### config.mk
export PLATFORM = sky130hd
export DESIGN_NAME = ccr_ctrl
export DESIGN_NICKNAME = d
export VERILOG_FILES = /design/src/hdl/ccr_pkg.sv /design/src/hdl/ccr_ctrl.sv
export SDC_FILE = /design/constraint.sdc
export NUM_CORES = 1
export LEC_CHECK = 0
export BUFFER_PORTS_ARGS = -buffer_cell sky130_fd_sc_hd__buf_2
export CORE_AREA = 4 4 41 43
export CTS_CLUSTER_DIAMETER = 30
export DETAILED_ROUTE_END_ITERATION = 8
export DIE_AREA = 0 0 45 47
export SLEW_MARGIN = 10
export SYNTH_ARGS = -nofsm -noshare
export SYNTH_HDL_FRONTEND = slang
export SYNTH_SLANG_ARGS = --single-unit
### constraint.sdc
create_clock -name clk -period 1.14 [get_ports clk]
set_input_delay 0 -clock clk [delete_from_list [all_inputs] [get_ports clk]]
set_output_delay 0 -clock clk [all_outputs]
set_load 0.05 [all_outputs]
### src/hdl/ccr_pkg.sv
// ----------------------------------------------------------------------------
// ccr_pkg
// shared types, codes and helpers for the circular child ring manager
// ----------------------------------------------------------------------------
package ccr_pkg;

  localparam int NODE_COUNT = 1024;
  localparam int IDX_W      = 10;
  localparam int ADDR_W     = $clog2(NODE_COUNT);

  typedef logic [IDX_W-1:0]  idx_t;
  typedef logic [ADDR_W-1:0] addr_t;

  localparam idx_t  NIL        = '0;
  localparam addr_t CLEAR_LAST = addr_t'(NODE_COUNT - 1);

  localparam logic [1:0] OP_PREPEND = 2'd0;
  localparam logic [1:0] OP_APPEND  = 2'd1;
  localparam logic [1:0] OP_UNLINK  = 2'd2;

  typedef struct packed {
    logic [1:0] op;
    idx_t       parent_node;
    idx_t       child_node;
  } in_word_t;

  typedef struct packed {
    logic status;
    idx_t head_child;
    idx_t tail_child;
    idx_t child_next;
    idx_t child_prev;
  } out_word_t;

  // controller to datapath
  typedef struct packed {
    logic clear;
    logic load_in;
    logic rd_chain;
    logic cap1;
    logic cap2;
    logic cap3;
    logic write1;
    logic write2;
    logic load_out;
  } cmd_t;

  // datapath to controller
  typedef struct packed {
    logic clear_last;
    logic out_free;
  } stat_t;

  function automatic addr_t to_addr(idx_t idx);
    logic [ADDR_W+IDX_W-1:0] wide;
    wide = {{ADDR_W{1'b0}}, idx};
    return wide[ADDR_W-1:0];
  endfunction

  function automatic logic in_range(idx_t idx);
    return 32'(idx) < 32'(NODE_COUNT);
  endfunction

endpackage

### src/hdl/ccr_ctrl.sv
// ----------------------------------------------------------------------------
// ccr_ctrl
// sequencer: clearing pass, three read steps, two write steps
// ----------------------------------------------------------------------------
module ccr_ctrl (
  input  logic          clk,
  input  logic          rst,
  input  logic          in_valid,
  output logic          in_ready,
  input  ccr_pkg::stat_t stat,
  output ccr_pkg::cmd_t  cmd
);
  import ccr_pkg::*;

  localparam logic [2:0] S_CLEAR = 3'd0;
  localparam logic [2:0] S_IDLE  = 3'd1;
  localparam logic [2:0] S_RD1   = 3'd2;
  localparam logic [2:0] S_RD2   = 3'd3;
  localparam logic [2:0] S_RD3   = 3'd4;
  localparam logic [2:0] S_WR1   = 3'd5;
  localparam logic [2:0] S_WR2   = 3'd6;

  logic [2:0] state;
  logic [2:0] state_next;

  always_ff @(posedge clk) begin
    if (rst) begin
      state <= S_CLEAR;
    end else begin
      state <= state_next;
    end
  end

  assign in_ready = (state == S_IDLE);

  always_comb begin
    cmd        = '0;
    state_next = state;
    case (state)
      S_CLEAR: begin
        cmd.clear = 1'b1;
        if (stat.clear_last) begin
          state_next = S_IDLE;
        end
      end
      S_IDLE: begin
        if (in_valid) begin
          cmd.load_in = 1'b1;
          state_next  = S_RD1;
        end
      end
      S_RD1: begin
        cmd.cap1     = 1'b1;
        cmd.rd_chain = 1'b1;
        state_next   = S_RD2;
      end
      S_RD2: begin
        cmd.cap2     = 1'b1;
        cmd.rd_chain = 1'b1;
        state_next   = S_RD3;
      end
      S_RD3: begin
        cmd.cap3   = 1'b1;
        state_next = S_WR1;
      end
      S_WR1: begin
        cmd.write1 = 1'b1;
        state_next = S_WR2;
      end
      S_WR2: begin
        // hold here while the previous word still sits in the output register
        if (stat.out_free) begin
          cmd.write2   = 1'b1;
          cmd.load_out = 1'b1;
          state_next   = S_IDLE;
        end
      end
      default: begin
        state_next = S_CLEAR;
      end
    endcase
  end

endmodule

* Word-level counts from Yosys, hierarchy flattened
Index checks and enable logic that the tools add are counted.
** Cells by class
- Equal/unequal tests :: 9
- Multiplexer cells :: 14
- Reduce and logical (&&, ||, !) cells :: 3
** Operators by type and width (count)
- case mux 3 bit (7 select lines) :: 1
- == test 3 bit, second input constant :: 3
- two-way mux 3 bit :: 3
- two-way mux 1 bit :: 8
- == test 3 x 2 -> 1 bit, second input constant :: 2
- != test 2 bit, second input constant :: 3
- two-way mux 2 bit :: 2
- == test 3 x 1 -> 1 bit, second input constant :: 1
- zero test 3 bit :: 1
- AND reduction 3 bit :: 1
- OR reduction 2 bit :: 1
** Word-level totals
- Register bits after elaboration :: 3
- Output and inout bits :: 10

* Depth between registers and ports, before layout
Gate-level depths: netlist of run 1.
- Depth in word-level cells :: 3
- Gate-level depth with buffers :: 4
- Gate-level depth less buffers :: 3

* Worst setup path before layout of run 1
Ideal clock, no wire load.
- Path kind :: register to output
- From :: register state[1]
- To :: output port cmd[1] (netlist bit)
- Arrival :: 2018 ps
- Required time :: 1140 ps
- Path slack :: -878 ps
- Stages on the path, launching flop included :: 4
- Path buffers :: 1
- Cell sequence :: dfxtp_1 > inv_1 > nor3_1 > buf_4
** RTL lines
- start, declared :: RTL line ccr_ctrl.sv:23 : logic [2:0] state;
- start signal, assigned :: RTL line ccr_ctrl.sv:30 : state <= state_next;
- end, declared :: RTL line ccr_ctrl.sv:11 : output ccr_pkg::cmd_t cmd

==> results of run 1 <==
==> final cells by class <==
type / count / share of cell area
repair buffers: 22 / 0.3822
multi-input cells: 20 / 0.3774
flip-flops and latches: 3 / 0.1322
clock buffers: 4 / 0.05048
well taps: 15 / 0.03606
inverters: 3 / 0.02163
==> layer usage <==
metal	share of wire	track usage
met5	0	0
met4	0	0.08772
met3	0.071	0.01149
met2	0.56	0.1215
met1	0.37	0.08656
==> power by group through the flow <==
stage          clock [W]  combinational (W)  sequential (W)
4_1_cts         0.000197           0.000239        0.000138
2_1_floorplan          0           0.000167        0.000131
3_5_place_dp           0           0.000202        0.000139
6_report        0.000184           0.000251        0.000136
5_1_grt         0.000197           0.000268        0.000137
3_3_place_gp           0           0.000200        0.000138
==> worst max-delay path: cells and delay by family (launching register included) <==
kind | cells | cell delay [ns]
AND/OR/NAND/NOR | 2 | 0.34
flip-flops | 1 | 0.33
buffers and inverters | 2 | 0.26
==> stage by stage <==
stage	TNS, ns	area [um2]
floorplan	-0.3393	285.3
global placement	0	366.6
detailed placement	0	366.6
CTS	-0.1786	505.5
global route	-0.2383	520.5
finish	-0.03475	520.5
==> what timing repair did <==
| item | in CTS | in global routing |
|---|---|---|
| hold buffers | 1 | 0 |
| resized for setup | 25 | 2 |
| setup endpoints to repair | 9 | 9 |
| hold endpoints to repair | 3 | 0 |
| pin swaps | 3 | 4 |
| setup buffers | 3 | 1 |
==> cell usage after synthesis, drive strengths merged <==
cell / n
nand3b: 1
and2: 2
buf: 3
nor3: 3
nor2: 1
o211ai: 1
a221oi: 1
o21ai: 2
nor3b: 2
inv: 3
nand2: 2
a21o: 1
and3: 1
a21oi: 1
dfxtp: 3
a22oi: 1
and2b: 1
==> cells by family after synthesis <==
logic type	Yosys count	synth area share
AO/OA/AOI/OAI	7	0.2381
buffers and inverters	6	0.1587
flip-flops	3	0.2540
AND/OR/NAND/NOR	13	0.3493
==> how the worst max path moves through the flow <==
stage / from / end / slack (ns)
after floorplan: state[2]$_SDFFE_PP0P_ / cmd[7] / -0.14
after global placement: state[2]$_SDFFE_PP0P_ / cmd[7] / 0.11
after detailed placement: state[2]$_SDFFE_PP0P_ / cmd[7] / 0.08
after CTS: state[2]$_SDFFE_PP0P_ / cmd[7] / -0.06
after global routing: state[2]$_SDFFE_PP0P_ / cmd[7] / -0.07
final: state[2]$_SDFFE_PP0P_ / cmd[7] / -0.02
==> metrics.md, run 1 <==
| Metric | Value |
|---|---|
| Gp weighted congestion | `0.6268` |
| Total power after layout | `0.0005710 W` |
| Number of flip-flops under the largest register name | `3` |
| Pin count of the biggest net entering global routing | `10` |
| H-tree levels | `1` |
| Total number of clock tree sinks | `3` |
| Power Density | `1097 nW/um2` |
| Horizontal die dimension | `45 um` |
| LEAKAGE | `0.2615 nW` |
| Most common cell after layout, fill and taps aside | `sky130_fd_sc_hd__buf_6` |
| Area delta synth->final | `120.1%` |
| Crit Reg-Reg Startpoint | `state[2]$_SDFFE_PP0P_` |
| Element type at the critical path start | `flip-flop` |
| Result of the run | `complete, but fails checks` |
| Area inside the core boundary | `1301 um2` |
| Cell depth of the worst flop-to-flop path | `5` |
| Combined global-route utilization of all metal layers | `0.07826` |
| Share of cells above drive strength 1 | `0.7500` |
| Setup Slack @ Placement | `0.07940 ns` |
| Footprint of the multi-input gates | `196.4 um2` |
| Count of input and output buffers | `14` |
| Number of buffers created by CTS | `3` |
| Number of warning messages in the yosys log | `0` |
| Arrival time of data at the critical path endpoint | `1.16 ns` |
| Count of vias placed by the detailed router | `288` |
| Storage cell area | `68.82 um2` |
| Clock skew | `0.002337 ns` |
| Net load switching power | `0.0002183 W` |
| Net count of the finished layout | `58` |
| Top library cells by usage in the layout, fill and taps aside | `sky130_fd_sc_hd__buf_6, sky130_fd_sc_hd__buf_2, sky130_fd_sc_hd__buf_4, sky130_fd_sc_hd__nor3_4, sky130_fd_sc_hd__clkbuf_4` |
| Detail-routed net length per standard cell | `10.48 um` |
| Minimum setup slack among reg-to-reg paths | `0.07 ns` |
| Highest net fanout along the worst path | `4` |
| Critical path's slowest cell | `sky130_fd_sc_hd__dfxtp_2` |
| Final period demand of the worst path | `1.164 ns` |
| Switching part of the total | `0.3823` |
| Synth cell types | `21` |
| Number of cells traversed by the worst hold path | `3` |
| Initial antenna violation count | `0` |
| Number of nets in the synthesized netlist | `34` |
| Highest clock rate | `859.0 MHz` |
| Insertion delay of the later-clocked pin in the worst-skew pair | `0.23 ns` |
| Mapped Area | `236.5 um2` |
| Total count of max-transition violations in the final report | `0` |
| Endpoints failing hold | `0` |
| Portion of total power attributed to combinational logic | `0.440` |
| Buffer cell driving the clock tree root | `sky130_fd_sc_hd__clkbuf_4` |
| Worst VDD drop | `0.4754 mV` |
| Post-DP HPWL | `509.9 um` |
| Overall overflow remaining after global route | `0` |
| Top-level port count | `15` |
| Global-route wire length before repair | `1.138 mm` |
| Number of maximum-capacitance constraint violations | `0` |
| WS Path Type | `reg -> out` |
| Via count of the first global-routing pass | `273` |
| First-pass DRT Iterations | `2` |
| Post-detailed-route DRC marker count | `0` |
| Tightest Pin Transition | `0.2481 ns` |
| Std cell rows | `13` |
| RSZ-0062 raised after global routing | `yes` |
| Placed cells | `58` |
| Total of endpoints with negative setup slack in the final report | `4` |
| Start point of the worst hold path | `stat[1]` |
| Final routed wirelength across all metal layers | `702 um` |
| Number of synthesized register bits | `3` |
| Number of cells produced by synthesis | `29` |
| Proportion of synthesized chip area in sequential cells | `0.2540` |
| Slew margin rel. | `0.8358` |
| TritonCTS clock tree | `yes` |
| Antenna diode count | `0` |
| Fill cells | `147` |
| Endpoint kind of the worst setup timing path | `output port` |
| Core occupancy in the finished layout | `0.4000` |
| Final ANT Viol Nets | `0` |
| Total internal power | `0.0003527 W` |
| WHS | `0.009365 ns` |
| Failing checks | `setup timing` |
| Endpoint required time on the critical path | `1.14 ns` |
| Delay of the slowest critical-path stage | `0.33 ns` |
| Fraction of power consumed by the clock network | `0.322` |
| Cells along the critical path | `buf_6 -> nor3b_4 -> and2_4 -> buf_8` |
| Total die area | `2115 um2` |
| Number of vias per cell | `4.299` |
| Part of the power in registers | `0.238` |
| Path class of the lowest-slack min-delay path | `in -> reg` |
| Dominant cell type by area after synthesis | `sky130_fd_sc_hd__dfxtp_1` |
| Area share of the largest cell type after synthesis | `0.2540` |
| Hold Path End | `state[0]$_SDFFE_PP0P_` |
| Initial DRC count | `1` |
| Effective utilization at floorplan | `0.1817` |
| Worst R2R End | `state[0]$_SDFFE_PP0P_` |
| Leading cell types by total area after synthesis | `sky130_fd_sc_hd__dfxtp_1, sky130_fd_sc_hd__nor3_1, sky130_fd_sc_hd__a221oi_2` |
| Clock edge transition at the registers on the reported setup and hold paths | `0.04 ns` |
| Count of non-filler cells in the finished layout | `67` |
| Largest registers | `state: 3 flops` |
| Post-synthesis area per instance | `8.154 um2` |
| Final critical-path share of the clock period | `1.021` |
| Chip Height | `47 um` |
| Worst-case setup margin in the final layout | `-0.02419 ns` |
| Clock Tree Buf Depth | `2` |
| Largest register by flop count | `state` |
Note: power is estimated with default switching activity, not from simulation.
==> run 2, diff against run 1 <==
--- a/config.mk
+++ b/config.mk
@@ -6,11 +6,11 @@
 export NUM_CORES = 1
 export LEC_CHECK = 0
 export BUFFER_PORTS_ARGS = -buffer_cell sky130_fd_sc_hd__buf_2
-export CORE_AREA = 4 4 41 43
+export CORE_AREA = 2 2 39 41
+export CTS_BUF_LIST = sky130_fd_sc_hd__clkbuf_16
 export CTS_CLUSTER_DIAMETER = 30
 export DETAILED_ROUTE_END_ITERATION = 8
-export DIE_AREA = 0 0 45 47
-export SLEW_MARGIN = 10
+export DIE_AREA = 0 0 41 43
 export SYNTH_ARGS = -nofsm -noshare
 export SYNTH_HDL_FRONTEND = slang
 export SYNTH_SLANG_ARGS = --single-unit
==> run 2 against run 1 <==
  * The run still ends with setup timing left
  * Sequential share of layout area down 0.83 points
  * Wire length down 12%
  * Setup slack worse by 0.0011 ns
  * Total power up 63%
  * Hold slack better by 0.017 ns
  * Maximum frequency about the same
  * Via count down 2.4%
  * Clock power rose to 3.0 times the previous value
  * Non-clock buffer count down 2
  * Sequential power about the same
  * Critical path type unchanged
  * Largest cell class is now multi-input combinational cells
  * Highest routed layer unchanged
==> metrics.md, run 2 (same netlist as run 1, synthesis figures left out) <==
| Metric | Value |
|---|---|
| Number of buffers created by CTS | `3 (unchanged)` |
| Arrival time of data at the critical path endpoint | `1.17 ns (was 1.16 ns)` |
| Endpoint kind of the worst setup timing path | `output port (unchanged)` |
| Slew margin rel. | `0.8362 (was 0.8358)` |
| Number of maximum-capacitance constraint violations | `0 (unchanged)` |
| Placed Instance Area | `367.9 um2 (was 366.6 um2)` |
| Count of input and output buffers | `14 (unchanged)` |
| Top library cells by usage in the layout, fill and taps aside | `sky130_fd_sc_hd__buf_6, sky130_fd_sc_hd__buf_2, sky130_fd_sc_hd__nor3_4, sky130_fd_sc_hd__inv_1, sky130_fd_sc_hd__clkbuf_16 (was sky130_fd_sc_hd__buf_6, sky130_fd_sc_hd__buf_2, sky130_fd_sc_hd__buf_4, sky130_fd_sc_hd__nor3_4, sky130_fd_sc_hd__clkbuf_4)` |
| RSZ-0062 raised after global routing | `yes (unchanged)` |
| Clock Tree Buf Depth | `2 (unchanged)` |
| Effective utilization at floorplan | `0.1709 (was 0.1817)` |
| Critical path's slowest cell | `sky130_fd_sc_hd__dfxtp_2 (unchanged)` |
| Chip Height | `43 um (was 47 um)` |
| Clock skew | `0.0003566 ns (was 0.002337 ns)` |
| Share of cells above drive strength 1 | `0.7600 (was 0.7500)` |
| LEAKAGE | `0.2597 nW (was 0.2615 nW)` |
| Overall overflow remaining after global route | `0 (unchanged)` |
| Cell depth of the worst flop-to-flop path | `5 (unchanged)` |
| Highest clock rate | `858.2 MHz (was 859.0 MHz)` |
| Post-detailed-route DRC marker count | `0 (unchanged)` |
| Path length in cells of the critical path | `4 (unchanged)` |
| Total count of max-transition violations in the final report | `0 (unchanged)` |
| Cell family with the largest share of critical-path delay | `simple AND/OR/NAND/NOR gates (unchanged)` |
| Global-route wire length before repair | `1.131 mm (was 1.138 mm)` |
| WHS | `0.02662 ns (was 0.009365 ns)` |
| Area inside the core boundary | `1384 um2 (was 1301 um2)` |
| Net count of the finished layout | `56 (was 58)` |
| Most common cell after layout, fill and taps aside | `sky130_fd_sc_hd__buf_6 (unchanged)` |
| Worst-case setup margin in the final layout | `-0.02528 ns (was -0.02419 ns)` |
| Number of flip-flops under the largest register name | `3 (unchanged)` |
| Post-DP HPWL | `463.9 um (was 509.9 um)` |
| Largest registers | `state: 3 flops (unchanged)` |
| WS Path Type | `reg -> out (unchanged)` |
| Buffer cell driving the clock tree root | `sky130_fd_sc_hd__clkbuf_16 (was sky130_fd_sc_hd__clkbuf_4)` |
| First-pass DRT Iterations | `1 (was 2)` |
| Path class of the lowest-slack min-delay path | `in -> reg (unchanged)` |
| Initial DRC count | `0 (was 1)` |
| Final period demand of the worst path | `1.165 ns (was 1.164 ns)` |
| Failing checks | `setup timing (unchanged)` |
| Via count of the first global-routing pass | `272 (was 273)` |
| Cells along the critical path | `buf_6 -> nor3b_4 -> and2_4 -> buf_8 (unchanged)` |
| Combined global-route utilization of all metal layers | `0.09869 (was 0.07826)` |
| Total number of clock tree sinks | `3 (unchanged)` |
| Number of cells traversed by the worst hold path | `3 (unchanged)` |
| Detail-routed net length per standard cell | `9.364 um (was 10.48 um)` |
| Result of the run | `complete, but fails checks (unchanged)` |
| Gp weighted congestion | `0.7111 (was 0.6268)` |
| Insertion delay of the later-clocked pin in the worst-skew pair | `0.22 ns (was 0.23 ns)` |
| Number of vias per cell | `4.258 (was 4.299)` |
| Horizontal die dimension | `41 um (was 45 um)` |
| Count of vias placed by the detailed router | `281 (was 288)` |
| Top-level port count | `15 (unchanged)` |
| Footprint of the multi-input gates | `191.4 um2 (was 196.4 um2)` |
| Storage cell area | `68.82 um2 (unchanged)` |
| Element type at the critical path start | `flip-flop (unchanged)` |
| Tightest Pin Transition | `0.2473 ns (was 0.2481 ns)` |
| Std cell rows | `14 (was 13)` |
| Fin area | `555.5 um2 (was 520.5 um2)` |
| Final ANT Viol Nets | `0 (unchanged)` |
| Clock edge transition at the registers on the reported setup and hold paths | `0.03 ns (was 0.04 ns)` |
| Total die area | `1763 um2 (was 2115 um2)` |
| Pin count of the biggest net entering global routing | `9 (was 10)` |
| Largest register by flop count | `state (unchanged)` |
| Initial antenna violation count | `0 (unchanged)` |
| Setup Slack @ Placement | `0.09452 ns (was 0.07940 ns)` |
| Worst VDD drop | `1.021 mV (was 0.4754 mV)` |
| Minimum setup slack among reg-to-reg paths | `0.09 ns (was 0.07 ns)` |
| H-tree levels | `1 (unchanged)` |
| Antenna diode count | `0 (unchanged)` |
| Fill cells | `133 (was 147)` |
| Highest net fanout along the worst path | `4 (unchanged)` |
| Delay of the slowest critical-path stage | `0.33 ns (about the same)` |
| Power Density | `1674 nW/um2 (was 1097 nW/um2)` |
| Total of endpoints with negative setup slack in the final report | `1 (was 4)` |
| Endpoints failing hold | `0 (unchanged)` |
| Endpoint required time on the critical path | `1.14 ns (about the same)` |
| Critical path buffers and inverters | `2 (unchanged)` |
| Final critical-path share of the clock period | `1.022 (was 1.021)` |
| Area delta synth->final | `134.9% (was 120.1%)` |
| TritonCTS clock tree | `yes (unchanged)` |
| TNS Setup | `-0.02528 ns (was -0.03475 ns)` |
| Core occupancy in the finished layout | `0.4014 (was 0.4000)` |
| Final routed wirelength across all metal layers | `618 um (was 702 um)` |
-- run 2: cell types whose count changed in the layout (fill, tap and decap cells not counted), sizes merged --
| cell | delta |
|---|---|
| clkbuf | +1 |
| buf | -3 |
| dlymetal6s2s | -1 |
| inv | +1 |
-- run 2: worst min-delay path: stages --
cell and delay (ns):
sky130_fd_sc_hd__buf_2 0.10, sky130_fd_sc_hd__inv_1 0.06, sky130_fd_sc_hd__a221oi_2 0.05
-- run 2: repair_timing --
action,CTS,global route
pin swaps,1,4
gates resized for setup,20,7
endpoints found under the setup margin,9,8
endpoints found under the hold margin,3,0
hold buffers,1,0
buffers inserted,1,1
-- run 2: cell type report --
cell class,count,share of cell area
clock inverter,1,0.006757
clock buffer,3,0.1351
sequential,3,0.1239
tap,16,0.03604
inverter,3,0.02027
multi-input combinational,20,0.3446
timing repair buffer,20,0.3333
-- run 2: layer usage --
| layer | GRT usage | up-vias | part of all wire |
|---|---|---|---|
| met1 | 0.1169 | 130 | 0.39 |
| met2 | 0.1375 | 7 | 0.56 |
| met4 | 0.08000 | 0 | 0 |
| met3 | 0.03141 | 0 | 0.050 |
| li1 | - | 144 | - |
| met5 | 0 | - | 0 |
-- run 2: power breakdown --
group / total [W] / internal, W / switching [W]
Clock: 0.000551 / 0.000453 / 0.0000981
Sequential: 0.000135 / 0.000115 / 0.0000193
Combinational: 0.000244 / 0.000102 / 0.000142
-- run 2: final timing paths --
kind                                       startpoint                    end
worst max-delay path            state[2]$_SDFFE_PP0P_                 cmd[7]
worst max register to register  state[2]$_SDFFE_PP0P_  state[0]$_SDFFE_PP0P_
worst min-delay path                          stat[1]  state[0]$_SDFFE_PP0P_
worst min register to register  state[2]$_SDFFE_PP0P_  state[2]$_SDFFE_PP0P_
-- run 2: per-stage QoR --
step,power (W),std cells
2_1_floorplan,0.0002984,29
3_3_place_gp,0.0003385,59
3_5_place_dp,0.0003399,59
4_1_cts,0.0009240,65
5_1_grt,0.0009722,66
6_report,0.0009298,66
==> run 3, diff against run 2 <==
==> constraint.sdc (replaced) <==
create_clock -name clk -period 1.3 [get_ports clk]
set_input_delay 0 -clock clk [delete_from_list [all_inputs] [get_ports clk]]
set_output_delay 0 -clock clk [all_outputs]
set_load 0.05 [all_outputs]
==> run 3 against run 2 <==
  * The flow now finishes without violations
  * Hold slack worse by 0.0029 ns
  * Die area unchanged
  * Sequential power down 15%
  * Setup slack better by 0.088 ns
  * Count of clock-buffer cells in the layout unchanged
  * Wire length down 7.0%
  * First-iteration DRC count up 2
  * Final cell count down 3.0%
  * Critical path type unchanged
  * Sequential cell count unchanged
  * Utilization down 8.2 points
==> metrics.md, run 3 (same netlist as run 1, synthesis figures left out) <==
| Metric | Value |
|---|---|
| Count of non-filler cells in the finished layout | `64 (was 66)` |
| Net count of the finished layout | `54 (was 56)` |
| Total number of clock tree sinks | `3 (unchanged)` |
| Final routed wirelength across all metal layers | `575 um (was 618 um)` |
| Number of vias per cell | `4.094 (was 4.258)` |
| Global-route wire length before repair | `917 um (was 1.131 mm)` |
| Fin area | `441.7 um2 (was 555.5 um2)` |
| Arrival time of data at the critical path endpoint | `1.24 ns (was 1.17 ns)` |
| Final critical-path share of the clock period | `0.9516` |
| Worst-case setup margin in the final layout | `0.06297 ns (was -0.02528 ns)` |
| Std cell rows | `14 (unchanged)` |
| Initial antenna violation count | `0 (unchanged)` |
| Final ANT Viol Nets | `0 (unchanged)` |
| Top-level port count | `15 (unchanged)` |
| Element type at the critical path start | `flip-flop (unchanged)` |
| Horizontal die dimension | `41 um (unchanged)` |
| Clock edge transition at the registers on the reported setup and hold paths | `0.03 ns (about the same)` |
| Placed Instance Area | `342.8 um2 (was 367.9 um2)` |
| Path class of the lowest-slack min-delay path | `in -> reg (unchanged)` |
| Share of cells above drive strength 1 | `0.6458 (was 0.7600)` |
| TNS Setup | `0 ns (was -0.02528 ns)` |
| Endpoint required time on the critical path | `1.30 ns (was 1.14 ns)` |
| RSZ-0062 raised after global routing | `no (was yes)` |
| Slew margin rel. | `0.8345 (was 0.8362)` |
| Via count of the first global-routing pass | `230 (was 272)` |
| Post-detailed-route DRC marker count | `0 (unchanged)` |
| Setup Slack @ Placement | `0.2314 ns (was 0.09452 ns)` |
| Chip Height | `43 um (unchanged)` |
| Number of maximum-capacitance constraint violations | `0 (unchanged)` |
| Largest registers | `state: 3 flops (unchanged)` |
| Highest clock rate | `808.4 MHz` |
| Clock skew | `0.002415 ns (was 0.0003566 ns)` |
| Top library cells by usage in the layout, fill and taps aside | `sky130_fd_sc_hd__buf_2, sky130_fd_sc_hd__inv_1 (was sky130_fd_sc_hd__buf_6, sky130_fd_sc_hd__buf_2, sky130_fd_sc_hd__nor3_4, sky130_fd_sc_hd__inv_1, sky130_fd_sc_hd__clkbuf_16)` |
| Effective utilization at floorplan | `0.1709 (unchanged)` |
| Area inside the core boundary | `1384 um2 (unchanged)` |
| Count of vias placed by the detailed router | `262 (was 281)` |
| Pin count of the biggest net entering global routing | `9 (unchanged)` |
| WS Path Type | `reg -> out (unchanged)` |
| Endpoints failing hold | `0 (unchanged)` |
| Endpoint kind of the worst setup timing path | `output port (unchanged)` |
| Placed cells | `59 (unchanged)` |
| Post-CTS setup buffer count | `0 (was 1)` |
| Overall overflow remaining after global route | `0 (unchanged)` |
| Total die area | `1763 um2 (unchanged)` |
| Total count of max-transition violations in the final report | `0 (unchanged)` |
| Detail-routed net length per standard cell | `8.984 um (was 9.364 um)` |
| Gp weighted congestion | `0.6703 (was 0.7111)` |
| Power Density | `1729 nW/um2 (was 1674 nW/um2)` |
| TritonCTS clock tree | `yes (unchanged)` |
| Insertion delay of the later-clocked pin in the worst-skew pair | `0.22 ns (about the same)` |
| Combined global-route utilization of all metal layers | `0.08735 (was 0.09869)` |
| Area delta synth->final | `86.77% (was 134.9%)` |
| Worst VDD drop | `0.8309 mV (was 1.021 mV)` |
| Highest net fanout along the worst path | `6 (was 4)` |
| Buffer cell driving the clock tree root | `sky130_fd_sc_hd__clkbuf_16 (unchanged)` |
| Clock Tree Buf Depth | `2 (unchanged)` |
| Largest register by flop count | `state (unchanged)` |
| Number of flip-flops under the largest register name | `3 (unchanged)` |
| H-tree levels | `1 (unchanged)` |
| Total of endpoints with negative setup slack in the final report | `0 (was 1)` |
| Final period demand of the worst path | `1.237 ns` |
| Number of buffers created by CTS | `3 (unchanged)` |
| Result of the run | `finished clean (was complete, but fails checks)` |
| Count of input and output buffers | `14 (unchanged)` |
| WHS | `0.02376 ns (was 0.02662 ns)` |
| Tightest Pin Transition | `0.2499 ns (was 0.2473 ns)` |
| LEAKAGE | `0.2247 nW (was 0.2597 nW)` |
| Antenna diode count | `0 (unchanged)` |
| First-pass DRT Iterations | `2 (was 1)` |
| Initial DRC count | `2 (was 0)` |
| Most common cell after layout, fill and taps aside | `sky130_fd_sc_hd__buf_2 (was sky130_fd_sc_hd__buf_6)` |
## run 3: cell types whose count changed in the layout (fill, tap and decap cells not counted), sizes merged
cell    previous run  this run
buf               17        14
clkbuf             5         6
## run 3: layout make-up
cell class	count	area, um2
well taps	16	20.02
multi-input cells	20	158.9
flip-flops and latches	3	62.56
fillers	144	942.2
repair buffers	18	110.1
clock buffers	3	75.07
inverters	3	11.26
clock inverters	1	3.754
## run 3: layer usage
layer  up-vias  global-route usage  wire length, um
li1        136                   -                -
met1       116             0.08682              219
met2         8              0.1125              285
met3         2             0.07853               54
met4         0             0.06000               16
met5         -                   0                0
## run 3: through the flow
step / power [W] / utilization
3_3_place_gp: 0.0002818 / 0.2477
5_1_grt: 0.0007969 / 0.3192
2_1_floorplan: 0.0002428 / -
4_1_cts: 0.0007649 / 0.3128
6_report: 0.0007635 / 0.3192
3_5_place_dp: 0.0002825 / 0.2477
## run 3: worst max-delay path, stage by stage, from the launching register on
cell                       delay [ns]
sky130_fd_sc_hd__dfxtp_1         0.42
sky130_fd_sc_hd__nor3b_2         0.23
sky130_fd_sc_hd__and2_1          0.14
sky130_fd_sc_hd__clkbuf_4        0.22
## run 3: power breakdown
group | switching, W | total, W | internal (W)
Combinational | 0.000112 | 0.000169 | 0.0000569
Sequential | 0.0000139 | 0.000115 | 0.000101
Clock | 0.0000829 | 0.000479 | 0.000396
## run 3: final timing paths
path / from / end / slack (ns) / cells past startpoint
worst min-delay path: stat[1] / state[0]$_SDFFE_PP0P_ / 0.02 / 3
worst max register to register: state[0]$_SDFFE_PP0P_ / state[2]$_SDFFE_PP0P_ / 0.29 / 4
worst min register to register: state[1]$_SDFFE_PP0P_ / state[1]$_SDFFE_PP0P_ / 0.53 / 2
worst max-delay path: state[0]$_SDFFE_PP0P_ / cmd[7] / 0.06 / 3
## run 3: what timing repair did
item | CTS | global route
hold buffers | 1 | 0
setup endpoints to repair | 1 | 6
hold endpoints to repair | 3 | 0
resized for setup | 1 | 4
cloned | 0 | 0
